--- src/rtl/md5_pkg.sv ---
// md5_pkg: request and response types, round constants and helper functions for the md5 engine
// no dependencies
package md5_pkg;

	typedef struct packed {
		logic [31:0] data_word;
		logic [2:0]  byte_count;
		logic        last;
	} md5_in_t;

	typedef struct packed {
		logic [31:0] digest_a;
		logic [31:0] digest_b;
		logic [31:0] digest_c;
		logic [31:0] digest_d;
	} md5_out_t;

	localparam logic [31:0] INIT_A = 32'h67452301;
	localparam logic [31:0] INIT_B = 32'hefcdab89;
	localparam logic [31:0] INIT_C = 32'h98badcfe;
	localparam logic [31:0] INIT_D = 32'h10325476;
	localparam logic [31:0] PAD_BYTE = 32'h00000080;

	localparam logic [31:0] STEP_K [64] = '{
		32'hd76aa478, 32'he8c7b756, 32'h242070db, 32'hc1bdceee,
		32'hf57c0faf, 32'h4787c62a, 32'ha8304613, 32'hfd469501,
		32'h698098d8, 32'h8b44f7af, 32'hffff5bb1, 32'h895cd7be,
		32'h6b901122, 32'hfd987193, 32'ha679438e, 32'h49b40821,
		32'hf61e2562, 32'hc040b340, 32'h265e5a51, 32'he9b6c7aa,
		32'hd62f105d, 32'h02441453, 32'hd8a1e681, 32'he7d3fbc8,
		32'h21e1cde6, 32'hc33707d6, 32'hf4d50d87, 32'h455a14ed,
		32'ha9e3e905, 32'hfcefa3f8, 32'h676f02d9, 32'h8d2a4c8a,
		32'hfffa3942, 32'h8771f681, 32'h6d9d6122, 32'hfde5380c,
		32'ha4beea44, 32'h4bdecfa9, 32'hf6bb4b60, 32'hbebfbc70,
		32'h289b7ec6, 32'heaa127fa, 32'hd4ef3085, 32'h04881d05,
		32'hd9d4d039, 32'he6db99e5, 32'h1fa27cf8, 32'hc4ac5665,
		32'hf4292244, 32'h432aff97, 32'hab9423a7, 32'hfc93a039,
		32'h655b59c3, 32'h8f0ccc92, 32'hffeff47d, 32'h85845dd1,
		32'h6fa87e4f, 32'hfe2ce6e0, 32'ha3014314, 32'h4e0811a1,
		32'hf7537e82, 32'hbd3af235, 32'h2ad7d2bb, 32'heb86d391
	};

	// message word index used by a step
	function automatic logic [3:0] msg_index(input logic [5:0] i);
		logic [3:0] lo;
		lo = i[3:0];
		unique case (i[5:4])
			2'd0: msg_index = lo;
			2'd1: msg_index = 4'((lo << 2) + lo + 4'd1);
			2'd2: msg_index = 4'((lo << 1) + lo + 4'd5);
			default: msg_index = 4'((lo << 3) - lo);
		endcase
	endfunction

	function automatic logic [4:0] rot_amt(input logic [5:0] i);
		logic [4:0] r;
		unique case ({i[5:4], i[1:0]})
			4'h0: r = 5'd7;  4'h1: r = 5'd12; 4'h2: r = 5'd17; 4'h3: r = 5'd22;
			4'h4: r = 5'd5;  4'h5: r = 5'd9;  4'h6: r = 5'd14; 4'h7: r = 5'd20;
			4'h8: r = 5'd4;  4'h9: r = 5'd11; 4'ha: r = 5'd16; 4'hb: r = 5'd23;
			4'hc: r = 5'd6;  4'hd: r = 5'd10; 4'he: r = 5'd15; default: r = 5'd21;
		endcase
		rot_amt = r;
	endfunction

endpackage

--- src/rtl/md5_digest_engine_unit.sv ---
// md5_digest_engine_unit: top level of the md5 engine, sequencer and chaining state
// depends on md5_pkg, md5_block_ram, md5_step_unit
//
//  channel | dir | payload            | handshake
//  req     | in  | md5_pkg::md5_in_t  | req_valid / req_ready
//  rsp     | out | md5_pkg::md5_out_t | rsp_valid / rsp_ready
//
// a non-last request that completes a block starts a compression of 64 steps
// (each a buffer read, a step and a write-back), then a chain add.
// a last request writes pad words one per cycle and compresses one or two
// blocks, each step a registered buffer read, a registered step and a write-back.
// reset restores the md5 initial chaining words and clears the fill and length.
// a finished digest waits in the output register; non-last requests are taken
// meanwhile, a last request waits until the digest leaves.
module md5_digest_engine_unit (
	input  logic              clk,
	input  logic              arst_n,
	input  logic              req_valid,
	output logic              req_ready,
	input  md5_pkg::md5_in_t  req,
	output logic              rsp_valid,
	input  logic              rsp_ready,
	output md5_pkg::md5_out_t rsp
);
	import md5_pkg::*;

	typedef enum logic [2:0] {
		ST_IDLE, ST_PAD, ST_RD, ST_STEP, ST_WB, ST_ADD
	} state_t;

	state_t      state_q;
	logic [3:0]  fill_q;
	logic [63:0] len_q;
	logic [31:0] ca_q, cb_q, cc_q, cd_q;
	logic [31:0] wa_q, wb_q, wc_q, wd_q;
	logic [5:0]  step_q;
	logic        fin_q;   // message finishing
	logic        lenw_q;  // length words are being written
	logic [31:0] tail_q;  // first pad word

	logic        we;
	logic [3:0]  waddr;
	logic [31:0] wdata, rdata, b_next;
	logic [2:0]  cnt;
	logic [31:0] mask, padw;
	logic [63:0] len_fin;

	md5_block_ram u_ram (
		.clk(clk), .we(we), .waddr(waddr), .wdata(wdata),
		.raddr(msg_index(step_q)), .rdata(rdata)
	);

	md5_step_unit u_step (
		.clk(clk), .step(step_q), .a(wa_q), .b(wb_q), .c(wc_q), .d(wd_q),
		.m(rdata), .b_next(b_next)
	);

	// last-word padding
	always_comb begin
		cnt = (req.byte_count > 3'd4) ? 3'd4 : req.byte_count;
		unique case (cnt)
			3'd0: mask = 32'h0;
			3'd1: mask = 32'h000000ff;
			3'd2: mask = 32'h0000ffff;
			3'd3: mask = 32'h00ffffff;
			default: mask = 32'hffffffff;
		endcase
		padw    = (req.data_word & mask) | (PAD_BYTE << {cnt[1:0], 3'b000});
		len_fin = len_q + {58'd0, cnt, 3'b000};
	end

	assign req_ready = (state_q == ST_IDLE) && !(rsp_valid && !rsp_ready && req.last);

	// buffer write selection
	always_comb begin
		we = 1'b0;
		waddr = fill_q;
		wdata = req.data_word;
		if (state_q == ST_IDLE && req_valid && req_ready) begin
			we = 1'b1;
			if (req.last && cnt != 3'd4) wdata = padw;
		end else if (state_q == ST_PAD) begin
			we = 1'b1;
			if (tail_q != 32'h0) wdata = tail_q;
			else if (lenw_q && fill_q == 4'd14) wdata = len_q[31:0];
			else if (lenw_q && fill_q == 4'd15) wdata = len_q[63:32];
			else wdata = 32'h0;
		end
	end

	always_ff @(posedge clk or negedge arst_n) begin
		if (!arst_n) begin
			state_q <= ST_IDLE;
			fill_q <= 4'd0; len_q <= 64'd0; step_q <= 6'd0;
			ca_q <= INIT_A; cb_q <= INIT_B; cc_q <= INIT_C; cd_q <= INIT_D;
			wa_q <= 32'd0; wb_q <= 32'd0; wc_q <= 32'd0; wd_q <= 32'd0;
			fin_q <= 1'b0; lenw_q <= 1'b0; tail_q <= 32'd0;
			rsp_valid <= 1'b0; rsp <= '0;
		end else begin
			if (rsp_valid && rsp_ready) rsp_valid <= 1'b0;
			unique case (state_q)
				ST_IDLE: begin
					if (req_valid && req_ready) begin
						if (!req.last) begin
							len_q <= len_q + 64'd32;
							fill_q <= fill_q + 4'd1;
							if (fill_q == 4'd15) begin
								state_q <= ST_RD;
								wa_q <= ca_q; wb_q <= cb_q; wc_q <= cc_q; wd_q <= cd_q;
							end
						end else begin
							len_q <= len_fin;
							fin_q <= 1'b1;
							if (cnt == 3'd4) begin
								tail_q <= PAD_BYTE;
								lenw_q <= 1'b0;
								fill_q <= fill_q + 4'd1;
								if (fill_q == 4'd15) begin
									state_q <= ST_RD;
									wa_q <= ca_q; wb_q <= cb_q; wc_q <= cc_q; wd_q <= cd_q;
								end else state_q <= ST_PAD;
							end else begin
								tail_q <= 32'd0;
								lenw_q <= (fill_q < 4'd14);
								fill_q <= fill_q + 4'd1;
								if (fill_q == 4'd15) begin
									state_q <= ST_RD;
									wa_q <= ca_q; wb_q <= cb_q; wc_q <= cc_q; wd_q <= cd_q;
								end else state_q <= ST_PAD;
							end
						end
					end
				end
				ST_PAD: begin
					// one pad word per cycle until the block is full
					if (tail_q != 32'h0) begin
						tail_q <= 32'd0;
						lenw_q <= (fill_q < 4'd14);
					end
					fill_q <= fill_q + 4'd1;
					if (fill_q == 4'd15) begin
						state_q <= ST_RD;
						wa_q <= ca_q; wb_q <= cb_q; wc_q <= cc_q; wd_q <= cd_q;
					end
				end
				ST_RD:   state_q <= ST_STEP;
				ST_STEP: state_q <= ST_WB;
				ST_WB: begin
					wa_q <= wd_q; wd_q <= wc_q; wc_q <= wb_q; wb_q <= b_next;
					step_q <= step_q + 6'd1;
					state_q <= (step_q == 6'd63) ? ST_ADD : ST_RD;
				end
				ST_ADD: begin
					if (fin_q && lenw_q) begin
						// digest out, back to reset state
						rsp_valid <= 1'b1;
						rsp.digest_a <= ca_q + wa_q; rsp.digest_b <= cb_q + wb_q;
						rsp.digest_c <= cc_q + wc_q; rsp.digest_d <= cd_q + wd_q;
						ca_q <= INIT_A; cb_q <= INIT_B; cc_q <= INIT_C; cd_q <= INIT_D;
						len_q <= 64'd0; fin_q <= 1'b0; lenw_q <= 1'b0;
						state_q <= ST_IDLE;
					end else begin
						ca_q <= ca_q + wa_q; cb_q <= cb_q + wb_q;
						cc_q <= cc_q + wc_q; cd_q <= cd_q + wd_q;
						if (fin_q) begin
							// second final block
							if (tail_q == 32'h0) lenw_q <= 1'b1;
							state_q <= ST_PAD;
						end else state_q <= ST_IDLE;
					end
				end
				default: state_q <= ST_IDLE;
			endcase
		end
	end

`ifndef ASSERT_OFF
	// a new digest never overwrites one still waiting
	assert property (@(posedge clk) disable iff (!arst_n)
		rsp_valid && !rsp_ready |=> rsp_valid && $stable(rsp))
		else $error("pending digest lost");
	// steps advance only on write-back
	assert property (@(posedge clk) disable iff (!arst_n)
		state_q != ST_WB |=> $stable(step_q))
		else $error("step index moved outside write-back");
	// buffer is never written while a block compresses
	assert property (@(posedge clk) disable iff (!arst_n)
		(state_q == ST_RD || state_q == ST_STEP || state_q == ST_WB) |-> !we)
		else $error("block buffer written during compression");
`endif
endmodule

--- src/rtl/md5_block_ram.sv ---
// md5_block_ram: sixteen-word block buffer, one write and one registered read port
// no dependencies
module md5_block_ram (
	input  logic        clk,
	input  logic        we,
	input  logic [3:0]  waddr,
	input  logic [31:0] wdata,
	input  logic [3:0]  raddr,
	output logic [31:0] rdata
);
	logic [31:0] mem [16];

	// write port
	always_ff @(posedge clk) begin
		if (we) mem[waddr] <= wdata;
	end

	// registered read
	always_ff @(posedge clk) begin
		rdata <= mem[raddr];
	end
endmodule

--- src/rtl/md5_step_unit.sv ---
// md5_step_unit: one md5 step on the working words, registered result
// depends on md5_pkg for step constants and rotation table
module md5_step_unit (
	input  logic        clk,
	input  logic [5:0]  step,
	input  logic [31:0] a,
	input  logic [31:0] b,
	input  logic [31:0] c,
	input  logic [31:0] d,
	input  logic [31:0] m,
	output logic [31:0] b_next
);
	import md5_pkg::*;
	logic [31:0] f, sum;
	logic [4:0]  s;
	logic [63:0] dbl;

	// round function and step sum
	always_comb begin
		unique case (step[5:4])
			2'd0: f = (b & c) | (~b & d);
			2'd1: f = (b & d) | (c & ~d);
			2'd2: f = b ^ c ^ d;
			default: f = c ^ (b | ~d);
		endcase
		sum = a + f + STEP_K[step] + m;
		s   = rot_amt(step);
		dbl = {sum, sum} << s;
	end

	always_ff @(posedge clk) begin
		b_next <= b + dbl[63:32];
	end
endmodule

--- config.mk ---
export PLATFORM = sky130hd
export DESIGN_NAME = md5_digest_engine_unit
export DESIGN_NICKNAME = d
export VERILOG_FILES = /design/src/rtl/md5_pkg.sv /design/src/rtl/md5_digest_engine_unit.sv /design/src/rtl/md5_block_ram.sv /design/src/rtl/md5_step_unit.sv
export SDC_FILE = /design/constraint.sdc
export NUM_CORES = 2
export LEC_CHECK = 0
export BUFFER_PORTS_ARGS = -buffer_cell sky130_fd_sc_hd__buf_2
export CORE_UTILIZATION = 30
export DETAILED_ROUTE_END_ITERATION = 6
export GPL_TIMING_DRIVEN = 0
export PLACE_DENSITY = 0.4
export SKIP_CTS_REPAIR_TIMING = 1
export SLEW_MARGIN = 20
export SYNTH_ARGS = -nofsm -noshare
export SYNTH_HDL_FRONTEND = slang
export SYNTH_SLANG_ARGS = --single-unit
export TNS_END_PERCENT = 30
--- constraint.sdc ---
create_clock -name clk -period 15.75 [get_ports clk]
set_input_delay 1.575 -clock clk [delete_from_list [all_inputs] [get_ports clk]]
set_output_delay 1.575 -clock clk [all_outputs]
set_load 0.02 [all_outputs]
; ---- Yosys cells after proc, flatten, opt, wreduce, memory -nomap -nowiden
; Memories as Yosys holds them, arrays and structs flattened. A register that Yosys moved wholly into a read port is not among the register bits.
; Index checks and enable logic that the tools add are counted.
[word_totals]
output_inout_bits = 130
reg_bits = 528
in_bits = 40
romBits = 2128
mem_bits_rw = 512
mem_count = 3
[memory_table]
columns = name, depth, word_bits, read_ports, rd_clocked_by_memory_dff, wr, line_no
row1 = (name not given), 64, 32, 1, 0, 0, md5_step_unit.sv:26  ; sum = a + f + STEP_K[step] + m;
row2 = u_ram.mem, 16, 32, 1, 1, 1, md5_block_ram.sv:11  ; logic [31:0] mem [16];
row3 = (name not given), 16, 5, 1, 0, 0, md5_pkg.sv:57  ; unique case ({i[5:4], i[1:0]})
[classes]
addsub = 17
n_eq_ne = 21
shift = 2
n_reduce_logical = 29
bitwise = 15
mux = 66
n_lt_le_gt_ge = 3
[op_table]
columns = op, count
row1 = 2-to-1 mux 32 bit, 23
row2 = case mux 32 bit (3 select lines), 5
row3 = adder 32 bit, 8
row4 = 2-to-1 mux 64 bit, 3
row5 = bitwise AND 32 bit, 5
row6 = bitwise OR 32 bit, 4
row7 = case mux 32 bit (4 select lines), 1
row8 = case mux 64 bit (2 select lines), 1
row9 = XOR 32 bit, 3
row10 = adder 64 x 6 -> 64 bit, 1
row11 = adder 64 x 6 -> 64 bit (second input constant), 1
row12 = inverter 32 bit, 2
row13 = case mux 32 bit (2 select lines), 1
row14 = left shift 64 x 5 -> 64 bit, 1
row15 = logical NOT 32 bit, 1
row16 = nonzero test 32 bit, 1
row17 = left shift 8 x 5 -> 32 bit (first input constant), 1
row18 = 2-to-1 mux 1 bit, 19
row19 = case mux 3 bit (6 select lines), 1
row20 = 2-to-1 mux 3 bit, 5
row21 = equality test 3 x 2 -> 1 bit (second input constant), 4
row22 = case mux 4 bit (3 select lines), 1
row23 = logical AND 1 bit, 11
row24 = equality test 3 bit (second input constant), 3
row25 = 32 further kinds, 47

; ---- Longest topological paths before layout
[depth]
word_depth = 9
ltp_mapped = 40
ltp_nobuf = 38

; ---- Cells and area by module
; From an unflattened synthesis, not the netlist that was laid out.
[unflattened]
hier_cells = 5628
area_unflattened_um2 = 58549.9
[by_module_without_submodules]
columns = mod, area_each_um2, cells_per_inst, seq_area_each_um2, n_inst
row1 = md5_digest_engine_unit, 25896.1, 2942, 11641.2, 1
row2 = md5_block_ram, 19835.3, 838, 16015.4, 1
row3 = md5_step_unit, 12818.5, 1848, 640.6, 1

; ---- Worst setup path after synthesis
; No wires, ideal clock.
[synth_path]
kind = register -> register
from = register step_q[0]
to = register u_step.b_next[31]
setup_time_ns = 0.132
arrival_ns = 8.699
slack_ns = 6.920
synth_period_minus_slack_ns = 8.830
stages_incl_launch_ff = 39
required_time_ns = 15.618
path_buffers = 2
cell_sequence = dfrtp_1 clkbuf_1 clkinv_1 ha_1 clkbuf_1 nor2_1 nor2_1 mux4_2 a21oi_1 a31oi_1 fa_1 fa_1 inv_1 ha_1 inv_1 fa_1 and2b_1 o31ai_2 [... 3 more ...] o21ai_1 and3_1 or3_1 a22o_1 mux2i_1 o21ai_1 ha_1 a21o_1 a211oi_1 o21ai_0 a41oi_1 or2_2 a211oi_1 o21ai_0 a31oi_1 a21bo_2 a21oi_1 xor3_1
[synth_via]
elab_chain_cells = 8
word_cells_on_any_way = 9
[synth_rtl]
columns = item, line_no
row1 = from (decl), md5_digest_engine_unit.sv:36  ; logic [5:0] step_q;
row2 = from (signal assigned), md5_digest_engine_unit.sv:150  ; step_q <= step_q + 6'd1;
row3 = inverter 6 -> 7 bit (implied by the code), md5_step_unit.sv:26
row4 = memory read (64 x 32 bit), --
row5 = 2-to-1 mux 32 bit (implied by the code) (2 in a row), md5_step_unit.sv:26
row6 = adder 32 bit (2 in a row), md5_step_unit.sv:26
row7 = left shift 64 x 5 -> 64 bit (*), md5_step_unit.sv:28  ; dbl = {sum, sum} << s;
row8 = adder 32 bit (*), md5_step_unit.sv:32  ; b_next <= b + dbl[63:32];
row9 = to (signal assigned), md5_step_unit.sv:32
row10 = to (decl), md5_step_unit.sv:11  ; output logic [31:0] b_next
; Mark *: on every way between the ends. The rest lies on a longest branch, timed or not. The select of a mux whose other input is x is not followed.
; A chain may end at the register's enable or synchronous reset.

; ---- Worst setup path after layout
[layout_path]
from = register step_q[4]
to = register u_step.b_next[30]
[layout_via]
elab_chain_cells = 8
word_cells_on_any_way = 14
[layout_rtl]
columns = item, line_no
row1 = branches (longest 6 deep; another with adder 32 bit), --
row2 = left shift 64 x 5 -> 64 bit (*), md5_step_unit.sv:28
row3 = adder 32 bit (*), md5_step_unit.sv:32
; Mark *: on every way between the ends. The select of a mux whose other input is x is not followed.

==> results.ini <==
[worst_setup_path]
worst_path_most_repeated_cell = a21oi_1
crit_type = reg2reg
worstPathArrival_ps = 14230
cp-end-kind = flop
r2r_cells = 36
cpMaxStageDelayCell = a2111oi_0
critPathMaxStageDelay_ps = 990
crit_cells = 36
worstPathRequired_ps = 16430
cp_max_fo = 10
reg2reg_slack_ps = 2200
crit_family = compound AO/OA/AOI/OAI gates
path_buf_inv = 7
critPathLaunchType = flop
reg2reg_from = step_q[4]
r2r_end = u_step.b_next[30]

[detailed_routing]
drc = 0
wl_per_cell_um = 29.3
num_vias = 46500
wl_um = 248000
viasPerCell = 5.48
drt_iter0_drc = 4428
first_pass_iters = 6
ant_nets = 0

[global_route]
grt_util_all_layers = 0.249
antenna_found_initial = 8
grt_pass1_vias = 46000
grt_max_degree = 89
grt_pass1_wl_um = 351000
grt-ovfl-total = 0

[synthesis]
synth.distinct_cells = 104
yosysSeqAreaShare = 0.485
ys_async_sr_fraction = 0.445
netlist.area_leader.share = 0.264
synth_ff_type = edfxtp_1
synth_area_leaders = edfxtp_1, dfrtp_1, mux4_2, ha_1, nand2_1
yosys.area.top_type = edfxtp_1
syn_inst = 5478
syn_avg_cell_area_um2 = 10.6
syn_area_mm2 = 0.0583
synth_enable_flop_cells = 512
syn_nets = 5809
ys_ff_latch = 1038
yosys_warnings = 0

[cts]
cts_root_buf = clkbuf_16
cts_tree = yes
cts_buffers = 130
clockBufferDepth = 3
numClockSinks = 1038
clk_pin_slew_ps = 60
clock_latency_ps = 810
h-tree-depth = 4

[die]
die_width_um = 443
start_util = 0.303
coreArea_mm2 = 0.193
die-area_mm2 = 0.196
dieHeight_um = 443
io_pins = 170
row_count = 161

[cells_and_area]
utilization = 0.352
stdcell_count = 8485
fin_area_mm2 = 0.0678
area_delta_synth_final_pct = 16.3
drive_gt1_frac = 0.131
nNetsFinal = 6175

[worst_hold_path]
holdPathEnd = wb_q[21]
hold_start = u_step.b_next[21]
whs_path_depth = 2
holdCritPathClass = reg2reg

[placement]
hpwl_um = 191000
pre_cts_ws_ps = 2490
io_buffers = 168
dp_cells = 8238
placed_area_mm2 = 0.0635
place.gp.congestion = 0.935

[power_and_ir_drop]
vdd_drop_max_uv = 92.8
fin_total_pwr_mw = 5.96
power.density_mw_per_mm2 = 87.9
p_leak_nw = 27.2

[timing]
rsz0062_at_grt = false
fin_skew_ps = 63.2
finalCritPeriodShare = 0.861
fin_crit_ps = 13550
hold_ws_ps = 422
hold_violations = 0
fin_ws_ps = 2200
fin_setup_tns_ps = 0
maxSlewViolCount = 0
worstMarginPinSlew_ps = 1210
max_freq_mhz = 73.8
slew_headroom = 0.187
setup_violations = 0

[outcome]
status = completed

[job]
maxCapViolations = 0

==> kinds of logic (layout without fill, tap and decap cells) <==
logic type / Yosys count / in the layout / share of synthesized area
fa+ha+maj: 320 / 320 / 0.0762
other cells: 0 / 7 / 0
buf+inv: 557 / 1031 / 0.0369
simple gates: 1476 / 1476 / 0.113
flops: 1038 / 1038 / 0.485
xor+xnor: 268 / 268 / 0.0406
mux: 320 / 320 / 0.0856
compound gates: 1499 / 1499 / 0.163
==> worst reg2reg max path: cells and delay by family, from the launching register on <==
kind	cells	cell delay (ps)
muxes	1	250
DFF	1	370
buffers and inverters	7	3740
adders and majority gates	5	2110
and+or+nand+nor	3	1080
xor gates and xnor gates	1	140
AOI/OAI and AO/OA	19	5730
==> report_power, final <==
| group | total [mW] | leakage, nW | switching [mW] | internal, mW |
|---|---|---|---|---|
| combinational | 0.0741 | 14.1 | 0.0599 | 0.0142 |
| clock | 3.04 | 2.10 | 1.29 | 1.75 |
| sequential | 2.85 | 11.0 | 0.000311 | 2.85 |
==> cell type report <==
class | instances | area [um^2]
clock inverters | 60 | 719
inverters | 257 | 965
multi-input cells | 3883 | 28000
fillers | 19500 | 125000
plain buffers | 300 | 1210
flip-flops and latches | 1038 | 28300
well taps | 2526 | 3160
diodes | 7 | 17.5
repair buffers | 234 | 1820
clock buffers | 180 | 3610
==> registers in the layout, indices dropped and copies added, names as in the netlist, 6 cells and up <==
register	flops
ca_q	32
cb_q	32
cc_q	32
cd_q	32
len_q	61
rsp	128
step_q	6
u_ram.mem	512
u_ram.rdata	32
u_step.b_next	32
wa_q	32
wb_q	32
wc_q	32
wd_q	32
==> synthesized netlist by cell type, drive strengths merged, types with 35 or more instances <==
cell type,number
xnor2,132
nand3,129
mux4,140
dfstp,64
o21a,35
mux2i,151
dfxtp,64
a211oi,111
nand2,604
a21oi,425
xor2,135
o22a,35
fa,68
a21o,94
nor3,81
nor2,391
a31oi,116
dfrtp,398
o21ai,375
and3,48
nand4,37
clkbuf,227
ha,223
inv,255
nor2b,57
buf,73
edfxtp,512
==> cells in the final DEF (no fill, tap or decap), types with 35 or more instances in the layout <==
master / synthesis / routed
nor3_1: 79 / 73
dfrtp_1: 398 / 398
nor2_1: 389 / 377
inv_1: 254 / 254
a21oi_1: 424 / 423
o22a_1: 35 / 35
mux4_2: 140 / 140
clkbuf_16: 0 / 130
o21a_1: 35 / 35
o21ai_0: 349 / 349
ha_1: 223 / 223
and3_1: 48 / 48
mux2i_1: 151 / 151
xor2_1: 135 / 135
xnor2_1: 131 / 130
clkbuf_1: 227 / 251
edfxtp_1: 512 / 512
a31oi_1: 116 / 116
fa_1: 68 / 68
a211oi_1: 109 / 109
dfstp_2: 64 / 64
dfxtp_1: 64 / 64
nand2_1: 603 / 603
buf_2: 38 / 213
nor2b_1: 57 / 57
nand4_1: 36 / 36
nand3_1: 128 / 128
a21o_1: 94 / 94
==> layer usage <==
| layer | vias up | track usage | wire, um | share of wire |
|---|---|---|---|---|
| li1 | 20900 | - | - | - |
| met1 | 23500 | 0.318 | 103000 | 0.41 |
| met2 | 1651 | 0.412 | 118000 | 0.48 |
| met3 | 395 | 0.0388 | 14600 | 0.059 |
| met4 | 4 | 0.119 | 12700 | 0.051 |
| met5 | - | 0 | 33 | 0.00013 |
==> worst max path at each step <==
stage / start / endpoint
finish: step_q[4] / u_step.b_next[30]
global route: step_q[4] / u_step.b_next[30]
CTS: step_q[4] / u_step.b_next[30]
detailed placement: step_q[4] / u_step.b_next[30]
global placement: arst_n / len_q[52]
floorplan: step_q[0] / u_step.b_next[31]
(Power assumes the default switching activity.)
